File: src/design/blib_pkg.sv
// Package for the battery level blink indicator.
// Holds the field types, the result struct and the fixed-point constants.
// No dependencies.
package blib_pkg;

    typedef logic [10:0] t_sample;
    typedef logic [9:0]  t_level;
    typedef logic [15:0] t_period;
    typedef logic [15:0] t_thresh;
    typedef logic [25:0] t_avg;

    typedef struct packed {
        logic    led_on;
        logic    beep_on;
        logic    alarm;
        t_level  smoothed_level;
        t_period period_now;
    } t_result;

    localparam int      FRAC_BITS    = 16;
    localparam int      PERIOD_SHIFT = 15;
    localparam logic [15:0] KEEP_WEIGHT = 16'd62259;
    localparam logic [11:0] NEW_WEIGHT  = 12'd3277;
    localparam t_avg    AVG_MAX      = '1;
    localparam t_period PERIOD_RESET = 16'd100;
    localparam t_thresh THRESH_RESET = 16'd846;

endpackage

File: src/design/blib_if.sv
// Valid/ready channel interfaces for the blink indicator.
// Sample channel in, status channel out; depends on blib_pkg.
interface blib_sample_if import blib_pkg::*; ();
    logic    valid;
    logic    ready;
    t_sample raw_sample;

    modport source (output valid, output raw_sample, input ready);
    modport sink   (input valid, input raw_sample, output ready);
endinterface

interface blib_status_if import blib_pkg::*; ();
    logic    valid;
    logic    ready;
    logic    led_on;
    logic    beep_on;
    logic    alarm;
    t_level  smoothed_level;
    t_period period_now;

    modport source (output valid, output led_on, output beep_on, output alarm,
                    output smoothed_level, output period_now, input ready);
    modport sink   (input valid, input led_on, input beep_on, input alarm,
                    input smoothed_level, input period_now, output ready);
endinterface

File: src/design/blib_avg_filter.sv
// Exponential average update in unsigned Q10.16.
// Pure combinational; samples at or above SAMPLE_LIMIT leave the average unchanged; depends on blib_pkg.
module blib_avg_filter import blib_pkg::*; #(
    parameter int SAMPLE_LIMIT = 1024
) (
    input  t_avg    i_avg,
    input  t_sample i_sample,
    output t_avg    o_avg
);

    localparam logic [12:0] LIMIT = 13'(SAMPLE_LIMIT);

    logic [41:0] keep_prod;
    logic [22:0] new_prod;
    logic [26:0] sum;
    t_avg        sat;
    logic        take;

    always_comb begin
        keep_prod = 42'(i_avg) * 42'(KEEP_WEIGHT);
        new_prod  = 23'(i_sample) * 23'(NEW_WEIGHT);
        sum       = 27'(keep_prod[41:FRAC_BITS]) + 27'(new_prod);
        sat       = sum[26] ? AVG_MAX : sum[25:0];
        take      = 13'(i_sample) < LIMIT;
        o_avg     = take ? sat : i_avg;
    end

endmodule

File: src/design/blib_ctrl.sv
// Indicator state: average, blink counter, periodic threshold check.
// State registers double as the result; uses blib_avg_filter and blib_pkg.
module blib_ctrl import blib_pkg::*; #(
    parameter int CHECK_INTERVAL = 30,
    parameter int MIN_PERIOD     = 5,
    parameter int SAMPLE_LIMIT   = 1024
) (
    input  logic    i_clk,
    input  logic    i_rst_n,
    input  logic    i_step,
    input  t_sample i_sample,
    input  logic    i_cfg_we,
    input  t_thresh i_cfg_wdata,
    output t_result o_result
);

    localparam int      CW       = (CHECK_INTERVAL > 1) ? $clog2(CHECK_INTERVAL) : 1;
    localparam logic [CW-1:0] CHK_LAST = CW'(CHECK_INTERVAL - 1);
    localparam t_period MIN_P    = 16'(MIN_PERIOD);

    t_avg          r_avg, n_avg;
    t_period       r_count, n_count;
    t_period       r_period, n_period;
    logic          r_alarm, n_alarm;
    logic [CW-1:0] r_check, n_check;
    logic          r_led, n_led;
    logic          r_beep, n_beep;
    t_thresh       r_thresh;

    t_period       cnt_inc;
    logic [32:0]   diff;
    logic [16:0]   per_sum;

    blib_avg_filter #(
        .SAMPLE_LIMIT (SAMPLE_LIMIT)
    ) u_filter (
        .i_avg    (r_avg),
        .i_sample (i_sample),
        .o_avg    (n_avg)
    );

    always_comb begin
        cnt_inc  = r_count + 16'd1;
        n_count  = cnt_inc;
        n_led    = r_led;
        n_beep   = r_beep;
        if (cnt_inc > r_period) begin
            n_count = '0;
            n_led   = 1'b1;
            n_beep  = 1'b0;
        end else if (cnt_inc >= MIN_P) begin
            if (r_alarm) begin
                n_beep = 1'b1;
            end else begin
                n_led = 1'b0;
            end
        end

        diff     = {7'd0, n_avg} - {1'b0, r_thresh, 16'd0};
        per_sum  = 17'(MIN_P) + 17'(diff[25:PERIOD_SHIFT]);
        n_check  = r_check + CW'(1);
        n_alarm  = r_alarm;
        n_period = r_period;
        if (r_check == CHK_LAST) begin
            n_check = '0;
            if (diff[32]) begin
                n_alarm  = 1'b1;
                n_period = MIN_P;
            end else begin
                n_alarm  = 1'b0;
                n_period = per_sum[16] ? 16'hFFFF : per_sum[15:0];
            end
        end
    end

    always_ff @(posedge i_clk) begin
        if (!i_rst_n) begin
            r_avg    <= '0;
            r_count  <= '0;
            r_period <= PERIOD_RESET;
            r_alarm  <= 1'b0;
            r_check  <= '0;
            r_led    <= 1'b0;
            r_beep   <= 1'b0;
            r_thresh <= THRESH_RESET;
        end else begin
            if (i_cfg_we) begin
                r_thresh <= i_cfg_wdata;
            end
            if (i_step) begin
                r_avg    <= n_avg;
                r_count  <= n_count;
                r_period <= n_period;
                r_alarm  <= n_alarm;
                r_check  <= n_check;
                r_led    <= n_led;
                r_beep   <= n_beep;
            end
        end
    end

    assign o_result.led_on         = r_led;
    assign o_result.beep_on        = r_beep;
    assign o_result.alarm          = r_alarm;
    assign o_result.smoothed_level = r_avg[25:FRAC_BITS];
    assign o_result.period_now     = r_period;

endmodule

File: src/design/battery_level_blink_indicator_unit.sv
// Top level of the battery level blink indicator.
// Input beat register and handshake; uses blib_ctrl, blib_if and blib_pkg.
//
// One sample beat is taken every clock cycle when the status side keeps up.
// A beat's status appears on the output once it has passed the input register and the state
// registers: while the sample sits in the input register, the average update, blink step and
// threshold check run on it and load the state registers that drive the status beat directly.
// A held status beat stalls the input. The threshold register is written through i_cfg_we /
// i_cfg_wdata; the user must do so only while idle, the block does not enforce it.
module battery_level_blink_indicator_unit import blib_pkg::*; #(
    parameter int CHECK_INTERVAL = 30,
    parameter int MIN_PERIOD     = 5,
    parameter int SAMPLE_LIMIT   = 1024
) (
    input  logic                 i_clk,
    input  logic                 i_rst_n,
    blib_sample_if.sink          i_in,
    blib_status_if.source        o_out,
    input  logic                 i_cfg_we,
    input  t_thresh              i_cfg_wdata
);

    logic    r_in_valid;
    t_sample r_in_sample;
    logic    r_out_valid;
    logic    step;
    t_result result;

    assign step       = r_in_valid && (!r_out_valid || o_out.ready);
    assign i_in.ready = !r_in_valid || step;

    always_ff @(posedge i_clk) begin
        if (!i_rst_n) begin
            r_in_valid  <= 1'b0;
            r_out_valid <= 1'b0;
        end else begin
            if (i_in.ready) begin
                r_in_valid <= i_in.valid;
            end
            if (step) begin
                r_out_valid <= 1'b1;
            end else if (o_out.ready) begin
                r_out_valid <= 1'b0;
            end
        end
    end

    always_ff @(posedge i_clk) begin
        if (i_in.ready && i_in.valid) begin
            r_in_sample <= i_in.raw_sample;
        end
    end

    blib_ctrl #(
        .CHECK_INTERVAL (CHECK_INTERVAL),
        .MIN_PERIOD     (MIN_PERIOD),
        .SAMPLE_LIMIT   (SAMPLE_LIMIT)
    ) u_ctrl (
        .i_clk       (i_clk),
        .i_rst_n     (i_rst_n),
        .i_step      (step),
        .i_sample    (r_in_sample),
        .i_cfg_we    (i_cfg_we),
        .i_cfg_wdata (i_cfg_wdata),
        .o_result    (result)
    );

    assign o_out.valid          = r_out_valid;
    assign o_out.led_on         = result.led_on;
    assign o_out.beep_on        = result.beep_on;
    assign o_out.alarm          = result.alarm;
    assign o_out.smoothed_level = result.smoothed_level;
    assign o_out.period_now     = result.period_now;

endmodule
File: src/flat_wrapper.sv
// flat-port wrapper written by rule: the top's interface ports become plain ports
module battery_level_blink_indicator_unit_flat import blib_pkg::*;
#(
    parameter int CHECK_INTERVAL = 30,
    parameter int MIN_PERIOD     = 5,
    parameter int SAMPLE_LIMIT   = 1024
)
  (i_clk, i_rst_n, i_cfg_we, i_cfg_wdata, i_in_valid, i_in_raw_sample, i_in_ready, o_out_valid, o_out_led_on, o_out_beep_on, o_out_alarm, o_out_smoothed_level, o_out_period_now, o_out_ready);
  blib_sample_if i_in_i ();
  blib_status_if o_out_i ();
  input  logic i_clk;
  input  logic i_rst_n;
  input  logic i_cfg_we;
  input  t_thresh i_cfg_wdata;
  input wire logic [$bits(i_in_i.valid)-1:0] i_in_valid;
  input wire logic [$bits(i_in_i.raw_sample)-1:0] i_in_raw_sample;
  output wire logic [$bits(i_in_i.ready)-1:0] i_in_ready;
  output wire logic [$bits(o_out_i.valid)-1:0] o_out_valid;
  output wire logic [$bits(o_out_i.led_on)-1:0] o_out_led_on;
  output wire logic [$bits(o_out_i.beep_on)-1:0] o_out_beep_on;
  output wire logic [$bits(o_out_i.alarm)-1:0] o_out_alarm;
  output wire logic [$bits(o_out_i.smoothed_level)-1:0] o_out_smoothed_level;
  output wire logic [$bits(o_out_i.period_now)-1:0] o_out_period_now;
  input wire logic [$bits(o_out_i.ready)-1:0] o_out_ready;
  assign i_in_i.valid = i_in_valid;
  assign i_in_i.raw_sample = i_in_raw_sample;
  assign i_in_ready = i_in_i.ready;
  assign o_out_valid = o_out_i.valid;
  assign o_out_led_on = o_out_i.led_on;
  assign o_out_beep_on = o_out_i.beep_on;
  assign o_out_alarm = o_out_i.alarm;
  assign o_out_smoothed_level = o_out_i.smoothed_level;
  assign o_out_period_now = o_out_i.period_now;
  assign o_out_i.ready = o_out_ready;
  battery_level_blink_indicator_unit #(.CHECK_INTERVAL(CHECK_INTERVAL), .MIN_PERIOD(MIN_PERIOD), .SAMPLE_LIMIT(SAMPLE_LIMIT)) u_core (.i_clk(i_clk), .i_rst_n(i_rst_n), .i_in(i_in_i), .o_out(o_out_i), .i_cfg_we(i_cfg_we), .i_cfg_wdata(i_cfg_wdata));
endmodule
File: config.mk
export PLATFORM = sky130hd
export DESIGN_NAME = battery_level_blink_indicator_unit_flat
export DESIGN_NICKNAME = d
export VERILOG_FILES = /design/src/design/blib_pkg.sv /design/src/design/blib_if.sv /design/src/design/blib_avg_filter.sv /design/src/design/blib_ctrl.sv /design/src/design/battery_level_blink_indicator_unit.sv /design/src/flat_wrapper.sv
export SDC_FILE = /design/constraint.sdc
export NUM_CORES = 1
export LEC_CHECK = 0
export ABC_AREA = 1
export BUFFER_PORTS_ARGS = -buffer_cell sky130_fd_sc_hd__buf_4
export CAP_MARGIN = 10
export CORE_MARGIN = 3
export CORE_UTILIZATION = 57
export DETAILED_ROUTE_END_ITERATION = 7
export HOLD_SLACK_MARGIN = 0.1
export PLACE_DENSITY = 0.75
export SLEW_MARGIN = 20
export SYNTH_ARGS = -nofsm -noshare
export SYNTH_HDL_FRONTEND = slang
export SYNTH_SLANG_ARGS = --single-unit
File: constraint.sdc
create_clock -name i_clk -period 12.5 [get_ports i_clk]
set_input_delay 1.25 -clock i_clk [delete_from_list [all_inputs] [get_ports i_clk]]
set_output_delay 1.25 -clock i_clk [all_outputs]
set_load 0.01 [all_outputs]
After elaboration in Yosys (flattened, before gate mapping). Cells that the tools add are included.

Output and inout bits: 31. Input port bits: 32. Bits in registers: 95. Logic and storage cells: 50.

$mul: 2. Equality and inequality tests: 2. Reduce and logical (&&, ||, !) cells: 12. Mux-type cells: 15. Add/subtract/negate cells: 5. $lt $le $gt $ge: 3.

Operators by type and width (number): 2-to-1 mux 26 bit (2); 2-to-1 mux 16 bit (3); multiplier 26 x 16 -> 42 bit, second input constant (1); subtractor 26 x 32 -> 33 bit (1); adder 26 x 23 -> 27 bit (1); multiplier 11 x 12 -> 23 bit, second input constant (1); adder 16 x 1 -> 16 bit, second input constant (1); greater-or-equal comparator 16 x 3 -> 1 bit, second input constant (1); > comparator 16 bit (1); adder 3 x 11 -> 12 bit, first input constant (1); < comparator 11 bit, second input constant (1); 2-to-1 mux 1 bit (9); AND reduction 3 bit (2); nonzero test 2 bit (3); adder 5 x 1 -> 5 bit, second input constant (1); == test 5 bit, second input constant (1); 2-to-1 mux 5 bit (1); logical AND 1 bit (2); logical NOT 1 bit (2); logical OR 1 bit (2); inequality test 2 x 1 -> 1 bit, second input constant (1); AND reduction 2 bit (1).

Depth between registers and ports, before layout. Gate-level depths: netlist of the first run.

Depth in word-level cells: 8. Depth in mapped cells: 62. Mapped depth without buffers: 62.

By module. From an unflattened synthesis of the first run, not the netlist that was laid out.

Cell total of the unflattened synthesis: 2132. Area, all modules: 16886.2 um^2.

By module, submodules not included: blib_avg_filter (cells each 1485, times used 1, sequential area each 0.0 um^2, area each 12166.7 um^2); blib_ctrl (cells each 623, times used 1, sequential area each 1561.5 um^2, area each 4294.1 um^2); battery_level_blink_indicator_unit (cells each 24, times used 1, sequential area each 370.4 um^2, area each 425.4 um^2).

Worst setup path before layout of the first run. No wires, ideal clock.

Path type: reg2reg. Start: reg u_core.u_ctrl.r_avg[7]. End: reg u_core.u_ctrl.r_period[11]. Clock period less this slack: 10392 ps. Cell stages (with the launch flop): 53. Setup time: 75 ps. Path slack: 2108 ps. Required time: 12425 ps. Data arrival time: 10317 ps. Path buffers: 0. Cell sequence: dfxtp_1 inv_1 fa_1 inv_1 fa_1 inv_1 fa_1 fa_1 fa_1 fa_1 inv_1 ha_1 nand2_1 nor2_1 nand2_1 nor3_2 a21oi_1 o21bai_1 [17 not listed] nand2_1 nand3_2 nand2_1 inv_2 nand2_1 o21ai_0 ha_1 fa_1 o21ai_1 nand2_1 o311ai_1 nand3_1 nand2_1 nand4_2 nor2_4 inv_1 or2_1 o22ai_1.

Word-level cells in the longest chain between the ends: 8.

Ends and longest elaborated chain: start: declaration (RTL line blib_ctrl.sv:21) `t_avg r_avg, n_avg;`; start signal: assignment (RTL line blib_ctrl.sv:91) `r_avg <= n_avg;`; multiplier 26 x 16 -> 42 bit (RTL line blib_avg_filter.sv:20) `keep_prod = 42'(i_avg) * 42'(KEEP_WEIGHT);`; adder 26 x 23 -> 27 bit (RTL line blib_avg_filter.sv:22) `sum = 27'(keep_prod[41:FRAC_BITS]) + 27'(new_prod);`; 2-to-1 mux 26 bit (RTL line blib_avg_filter.sv:23) `sat = sum[26] ? AVG_MAX : sum[25:0];`; 2-to-1 mux 26 bit (*) (RTL line blib_avg_filter.sv:25) `o_avg = take ? sat : i_avg;`; subtractor 26 x 32 -> 33 bit (*) (RTL line blib_ctrl.sv:59) `diff = {7'd0, n_avg} - {1'b0, r_thresh, 16'd0};`; adder 3 x 11 -> 12 bit (RTL line blib_ctrl.sv:60) `per_sum = 17'(MIN_P) + 17'(diff[25:PERIOD_SHIFT]);`; 2-to-1 mux 16 bit (RTL line blib_ctrl.sv:71) `n_period = per_sum[16] ? 16'hFFFF : per_sum[15:0];`; 2-to-1 mux 16 bit (*) (RTL line blib_ctrl.sv:66) `if (diff[32]) begin`; end signal: assignment (RTL line blib_ctrl.sv:93) `r_period <= n_period;`; end: declaration (RTL line blib_ctrl.sv:23) `t_period r_period, n_period;`.

Mark *: on every way between the ends. The rest lies on a longest branch, timed or not. A chain may end at the register's enable or synchronous reset.

Final worst setup path of the first run.
Start: reg u_core.u_ctrl.r_avg[6]. End: reg u_core.u_ctrl.r_period[11].

The elaborated chain is that of the path after synthesis.

==> results by group, run 1 <==
Logic synthesis
  – Synthesized cell area: 16200 sq um
  – Yosys reg bits: slightly above 90
  – Post-synth EDFFs: 11
  – Top_reg_cell synth: dfxtp_1
  – Area contributors post-synth: fa_1, ha_1, inv_1, dfxtp_1, nand2_1
  – Post-Syn Area per Cell: about 8.3 sq um
  – Area leader, netlist: fa_1
  – Post-Syn Instances: 1958
  – Synth cell types: 55
  – Ys async rst share: 0%
  – YS warnings: 0
  – Seq/Total Area, Yosys: 11.9%
  – Share of the synthesized area in the top cell type: 28.3%
  – Top-count cell post-synth: inv_1
  – Synth top cells by count: inv_1, ha_1, nand2_1, fa_1, nor2_1

Critical path
  – Worst reg-to-reg path cell count: 52
  – Worst path arrival time: 11.97 ns
  – Critical path class: flop to flop
  – Levels on crit path: 52
  – CP peak stage delay: 0.55 ns
  – Reg-to-reg startpoint: u_core.u_ctrl.r_avg[6]$_SDFFE_PN0P_
  – Crit path max-delay family: adder cells
  – Worst Setup EP: u_core.u_ctrl.r_period[11]$_SDFFE_PN0P_
  – Worst EP required: 12.79 ns
  – RR Endpoint: u_core.u_ctrl.r_period[11]$_SDFFE_PN0P_
  – Startpoint types: flop
  – Crit. End Element: flop
  – Slowest cell on crit path: fa_1
  – Flop2flop setup slack: 0.82 ns
  – Critical path peak fanout: 9
  – Most used cell along the critical path: nand2_1
  – Buffer and inverter count on the worst path: 9
  – Crit path launch: u_core.u_ctrl.r_avg[6]$_SDFFE_PN0P_

CTS
  – Worst skew pair latency: 0.37 ns
  – H-tree Lvls: 3
  – CTS max path bufs: 2
  – Clock-pin slew on the worst setup and hold paths: 0.09 ns
  – Postcts setup bufs: 0
  – Clk sinks: 91
  – CTS tree: done
  – Total CTS buffers: 9
  – Clk Tree Root Cell: clkbuf_16

Final layout
  – Total Nets Final: ~2500
  – Share of post-route cells with drive strength above 1: 6.11%
  – Design area: about 17000 sq um
  – Ant diodes: 0
  – Synth-to-Final Area Change: 7.15%

Timing
  – Relative slew slack: between 30% and 40%
  – Hold Violations, Final: 0
  – Final clock skew: ~0.015 ns
  – Fin crit period: between 10 and 15 ns
  – RSZ-0062 raised after global routing: no
  – Pins over their slew limit: 0
  – Max Fclk: 85.6 MHz
  – Final setup viols: 0
  – Final Cycle Share: between 90% and 100%
  – TNS Setup: 0 ns
  – Slew @ Worst Pin: between 1 and 1.5 ns

Global routing
  – Total grt overflow: 0
  – Met2 GRT Util: between 50 and 60%
  – Number of global-route vias before repair: approximately 14000
  – Met3 GRT Util: 4.13%
  – Initial antenna violation count: 0
  – GRT met1 Usage: 36.7%
  – GRT Overall Usage: 28.9%
  – GRT busiest layer: met2
  – First-pass GRT wire length: between 60000 and 70000 um
  – Largest net degree at the start of global routing: 34

Drt
  – Routed len/inst: 17.7 um
  – Vias per cell: 5.39
  – Router iterations before antenna repair: 5
  – Drt drc: 0
  – Final wirelength: 42200 um
  – DR vias: 12878
  – Iter 0 DRT Violations: 809
  – Post-route ant nets: 0

Min path
  – Hold-critical path depth: 1
  – Worst min-delay path class: flop to flop

Die
  – Core area: 27900 sq um
  – Starting Density: 58.1%
  – Row cnt: 61
  – DIE AREA: slightly above 30000 sq um
  – Die height: 175 um
  – Chip Width: 175 um
  – Boundary Pins: 63

Place
  – Detail Placement HPWL: 36500 um
  – Port buffer count: 58
  – Placed cell area: 17000 sq um
  – GP Congestion: between 1 and 1.5

Status
  – Status: completed

Job
  – Max-Cap Viols: 0
state kept, by name, indices dropped and copies added, names as in the netlist:
name                    count
u_core.u_ctrl.r_check       5
u_core.r_in_valid           1
u_core.r_in_sample         11
u_core.u_ctrl.r_led         1
u_core.u_ctrl.r_period     12
u_core.u_ctrl.r_thresh     16
u_core.o_out.valid          1
u_core.u_ctrl.r_beep        1
u_core.u_ctrl.r_alarm       1
u_core.u_ctrl.r_count      16
u_core.u_ctrl.r_avg        26
per-layer routing:
layer | vias up | routed length [um]
met2 | 379 | 21100
met3 | 76 | 2460
met5 | - | 0
met4 | 0 | 1350
li1 | 6183 | -
met1 | 6240 | 17300
worst min-delay path by stage:
stage / from / to
after floorplan: u_core.u_ctrl.r_check[4]$_SDFFE_PN0P_ / u_core.u_ctrl.r_check[4]$_SDFFE_PN0P_
after global placement: u_core.u_ctrl.r_check[4]$_SDFFE_PN0P_ / u_core.u_ctrl.r_check[4]$_SDFFE_PN0P_
after detailed placement: u_core.u_ctrl.r_check[4]$_SDFFE_PN0P_ / u_core.u_ctrl.r_check[4]$_SDFFE_PN0P_
after CTS: u_core.u_ctrl.r_check[4]$_SDFFE_PN0P_ / u_core.u_ctrl.r_check[4]$_SDFFE_PN0P_
after global routing: u_core.u_ctrl.r_check[4]$_SDFFE_PN0P_ / u_core.u_ctrl.r_check[4]$_SDFFE_PN0P_
final: u_core.u_ctrl.r_check[4]$_SDFFE_PN0P_ / u_core.u_ctrl.r_check[4]$_SDFFE_PN0P_
cell type report:
type | count | area, sq um
Timing Repair Buffer | 72 | 541
Clock buffer | 9 | 225
Inverter | 516 | 1940
Tap cell | 378 | 473
Fill cell | 2430 | 10500
Multi-Input combinational cell | 1318 | 12200
Clock inverter | 7 | 81.3
Sequential cell | 91 | 1940
through the flow:
| step | instances | utilization [%] | hold WS, ns | setup WS (ns) |
|---|---|---|---|---|
| finish | 2391 | 62.3 | 0.455 | 0.822 |
| global placement | 2375 | 61.1 | 0.435 | 0.753 |
| floorplan | 1961 | - | 0.422 | 2.11 |
| CTS | 2391 | 62.2 | 0.456 | 0.578 |
| global route | 2391 | 62.3 | 0.484 | 0.0720 |
| detailed placement | 2375 | 61.1 | 0.443 | 0.628 |
layout by cell type, fill, tap and decap left out, types with 3 or more instances in the layout:
| cell type | count |
|---|---|
| nor2_1 | 125 |
| o2111ai_1 | 3 |
| clkbuf_16 | 9 |
| edfxtp_1 | 11 |
| a21oi_1 | 119 |
| nand3b_1 | 8 |
| buf_4 | 72 |
| o21ai_1 | 20 |
| o21bai_1 | 6 |
| a221oi_1 | 4 |
| a31oi_1 | 9 |
| ha_1 | 277 |
| inv_1 | 502 |
| inv_2 | 10 |
| o22ai_1 | 4 |
| o211ai_1 | 6 |
| nor3_1 | 7 |
| dfxtp_1 | 72 |
| nand2_1 | 261 |
| o221ai_1 | 7 |
| dfxtp_2 | 7 |
| nand4_1 | 18 |
| nand3_1 | 43 |
| a21o_1 | 6 |
| nor3_2 | 3 |
| xnor2_1 | 24 |
| xor2_1 | 42 |
| o21ai_0 | 61 |
| conb_1 | 4 |
| clkinv_1 | 4 |
| fa_1 | 229 |
what timing repair did:
| item | 4_1_cts | 5_1_grt |
|---|---|---|
| hold buffers | 0 | 0 |
| gates resized for setup | 0 | 11 |
| hold endpoints to repair | 0 | 0 |
| setup endpoints to repair | 0 | 10 |
kinds of logic (layout without fill, tap and decap cells):
family	count (synthesis)	after routing	synth area share, %
buffers and inverters	552	604	13.2
adder cells (fa/ha/maj)	506	506	49.7
AND/OR/NAND/NOR	485	485	12.7
AO/OA/AOI/OAI	257	257	8.88
flip-flops	91	91	11.9
XOR/XNOR	66	66	3.57
other	1	4	0.0232
Power of run 1 is not shown: default switching activity piles up to over one toggle a cycle in this logic, so the estimate is an artifact.
==> inputs of run 2 (changes only) <==
--- a/config.mk
+++ b/config.mk
@@ -13,6 +13,7 @@
 export DETAILED_ROUTE_END_ITERATION = 7
 export HOLD_SLACK_MARGIN = 0.1
 export PLACE_DENSITY = 0.75
+export RECOVER_POWER = 25
 export SLEW_MARGIN = 20
 export SYNTH_ARGS = -nofsm -noshare
 export SYNTH_HDL_FRONTEND = slang
==> run 2 against run 1 <==
  * Final cell count unchanged
  * Die area unchanged
  * Cell area down 0.26%
  * Critical path type unchanged
  * Register-to-register slack about the same
  * Clock-buffer cell count unchanged
  * Via count up 0.64%
  * Hold slack about the same
  * Clock skew down 0.0012 ns
  * Non-clock buffer count unchanged
  * Critical endpoint unchanged
==> results by group, run 2 (synthesized netlist as in run 1, its figures left out) <==
Status
  – Status: completed

Final layout
  – Max reg flops: 26
  – Ant diodes: 0
  – Total Nets Final: 2546
  – Share of post-route cells with drive strength above 1: 5.51%
  – Reg area: 1940 sq um
  – Multi-input gate area: 12200 sq um
  – Fillers: around 2400
  – Top reg by flops: u_core.u_ctrl.r_avg
  – Commonest cells after routing, fill and taps aside: inv_1, ha_1, nand2_1
  – Synth-to-Final Area Change: 6.87%
  – Top Registers: u_core.u_ctrl.r_avg (26), u_core.u_ctrl.r_count (16), u_core.u_ctrl.r_thresh (16)
  – Commonest non-fill, non-tap cell in the layout: inv_1

Critical path
  – CP peak stage delay: 0.54 ns
  – Flop2flop setup slack: 0.83 ns
  – Startpoint types: flop
  – RR Endpoint: u_core.u_ctrl.r_period[11]$_SDFFE_PN0P_
  – Worst EP required: 12.79 ns
  – Critical path class: flop to flop
  – Crit. End Element: flop
  – Slowest cell on crit path: fa_1
  – Reg-to-reg startpoint: u_core.u_ctrl.r_avg[3]$_SDFFE_PN0P_
  – Worst path arrival time: 11.96 ns
  – Worst reg-to-reg path cell count: 52
  – Critical path peak fanout: 9
  – Most used cell along the critical path: nand2_1

Drt
  – Post-route ant nets: 0
  – Router iterations before antenna repair: 7
  – Iter 0 DRT Violations: 843
  – DR vias: 12960
  – Final wirelength: around 42000 um
  – Vias per cell: around 5.4
  – Routed len/inst: 17.7 um
  – Drt drc: 0

Place
  – GP Congestion: between 1 and 1.5
  – Port buffer count: slightly below 60
  – Setup WS pre-CTS: 0.628 ns
  – Detail Placement HPWL: roughly 37000 um

Min path
  – Worst min-delay path class: flop to flop
  – Worst hold path endpoint: u_core.u_ctrl.r_check[4]$_SDFFE_PN0P_
  – Hold-critical path depth: 1
  – Startpoint of the worst hold path: u_core.u_ctrl.r_check[4]$_SDFFE_PN0P_

Global routing
  – GRT Overall Usage: 28.9%
  – First-pass GRT wire length: 69100 um
  – Largest net degree at the start of global routing: 34
  – Number of global-route vias before repair: 13611
  – Initial antenna violation count: 0
  – Total grt overflow: 0

CTS
  – Postcts setup bufs: 0
  – CTS max path bufs: 2
  – Clk sinks: between 90 and 100
  – Worst skew pair latency: ~0.37 ns
  – CTS tree: done
  – Post-CTS sizing: 0
  – Total CTS buffers: 9
  – Hold buffers post-CTS: 0
  – H-tree Lvls: 3
  – Clk Tree Root Cell: clkbuf_16
  – Clock-pin slew on the worst setup and hold paths: 0.09 ns

Timing
  – TNS Setup: 0 ns
  – Final setup viols: 0
  – Relative slew slack: a little under a third
  – RSZ-0062 raised after global routing: no
  – Setup WS post-layout: 0.829 ns
  – Max Fclk: 85.7 MHz
  – Final Cycle Share: 93.4%
  – Final clock skew: 0.0138 ns
  – Hold Violations, Final: 0
  – Fin crit period: 11.67 ns
  – Pins over their slew limit: 0
  – Slew @ Worst Pin: 1.04 ns

Die
  – Row cnt: between 60 and 70
  – Starting Density: between 50% and 60%
  – Die height: 175 um
  – Boundary Pins: 63
  – Chip Width: between 150 and 200 um
  – Core area: 27900 sq um
  – DIE AREA: 30500 sq um

Job
  – Max-Cap Viols: 0
==> run 2: worst max-delay path by stage <==
stage / startpoint / end / slack (ns) / cells past startpoint
6_report: u_core.u_ctrl.r_avg[3]$_SDFFE_PN0P_ / u_core.u_ctrl.r_period[11]$_SDFFE_PN0P_ / 0.83 / 52
5_1_grt: u_core.u_ctrl.r_avg[3]$_SDFFE_PN0P_ / u_core.u_ctrl.r_period[11]$_SDFFE_PN0P_ / 0.07 / 52
4_1_cts: u_core.u_ctrl.r_avg[7]$_SDFFE_PN0P_ / u_core.u_ctrl.r_period[11]$_SDFFE_PN0P_ / 0.58 / 50
3_5_place_dp: u_core.u_ctrl.r_avg[7]$_SDFFE_PN0P_ / u_core.u_ctrl.r_period[11]$_SDFFE_PN0P_ / 0.63 / 50
3_3_place_gp: u_core.u_ctrl.r_avg[7]$_SDFFE_PN0P_ / u_core.u_ctrl.r_period[11]$_SDFFE_PN0P_ / 0.75 / 50
2_1_floorplan: u_core.u_ctrl.r_avg[7]$_SDFFE_PN0P_ / u_core.u_ctrl.r_period[11]$_SDFFE_PN0P_ / 2.11 / 52
==> run 2: worst max-delay path, delay by kind of cell (launching register included) <==
| kind | cells | cell delay, ns |
|---|---|---|
| buffers and inverters | 10 | 0.77 |
| AO/OA/AOI/OAI | 6 | 0.99 |
| XOR/XNOR | 1 | 0.23 |
| adder cells (fa/ha/maj) | 14 | 6.50 |
| flip-flops | 1 | 0.46 |
| AND/OR/NAND/NOR | 21 | 2.64 |
==> run 2: metal layers <==
layer / wire [um] / up-vias / part of all wire, % / global-route usage (%)
met3: 2470 / 84 / 5.8 / 4.13
li1: - / 6187 / - / -
met4: 1420 / 0 / 3.4 / 9.51
met1: 17400 / 6294 / 41 / 36.7
met2: 21000 / 395 / 50 / 50.8
met5: 0 / - / 0 / 0
==> run 2: metrics by stage <==
step	area [sq um]	cells	hold slack, ns	utilization (%)
global placement	17000	2375	0.435	61.1
detailed placement	17000	2375	0.443	61.1
global route	17300	2391	0.484	62.1
floorplan	16200	1961	0.422	-
CTS	17300	2391	0.456	62.2
finish	17300	2391	0.455	62.1
==> run 2: cell type report <==
type                       instances  area share [%]
clock buffer                       9            1.30
clock inverter                     7           0.470
inverter                         516            11.2
multi-input combinational       1318            70.2
sequential                        91            11.2
tap                              378            2.73
timing repair buffer              72            2.86
Power of run 2 is left out for the same reason.
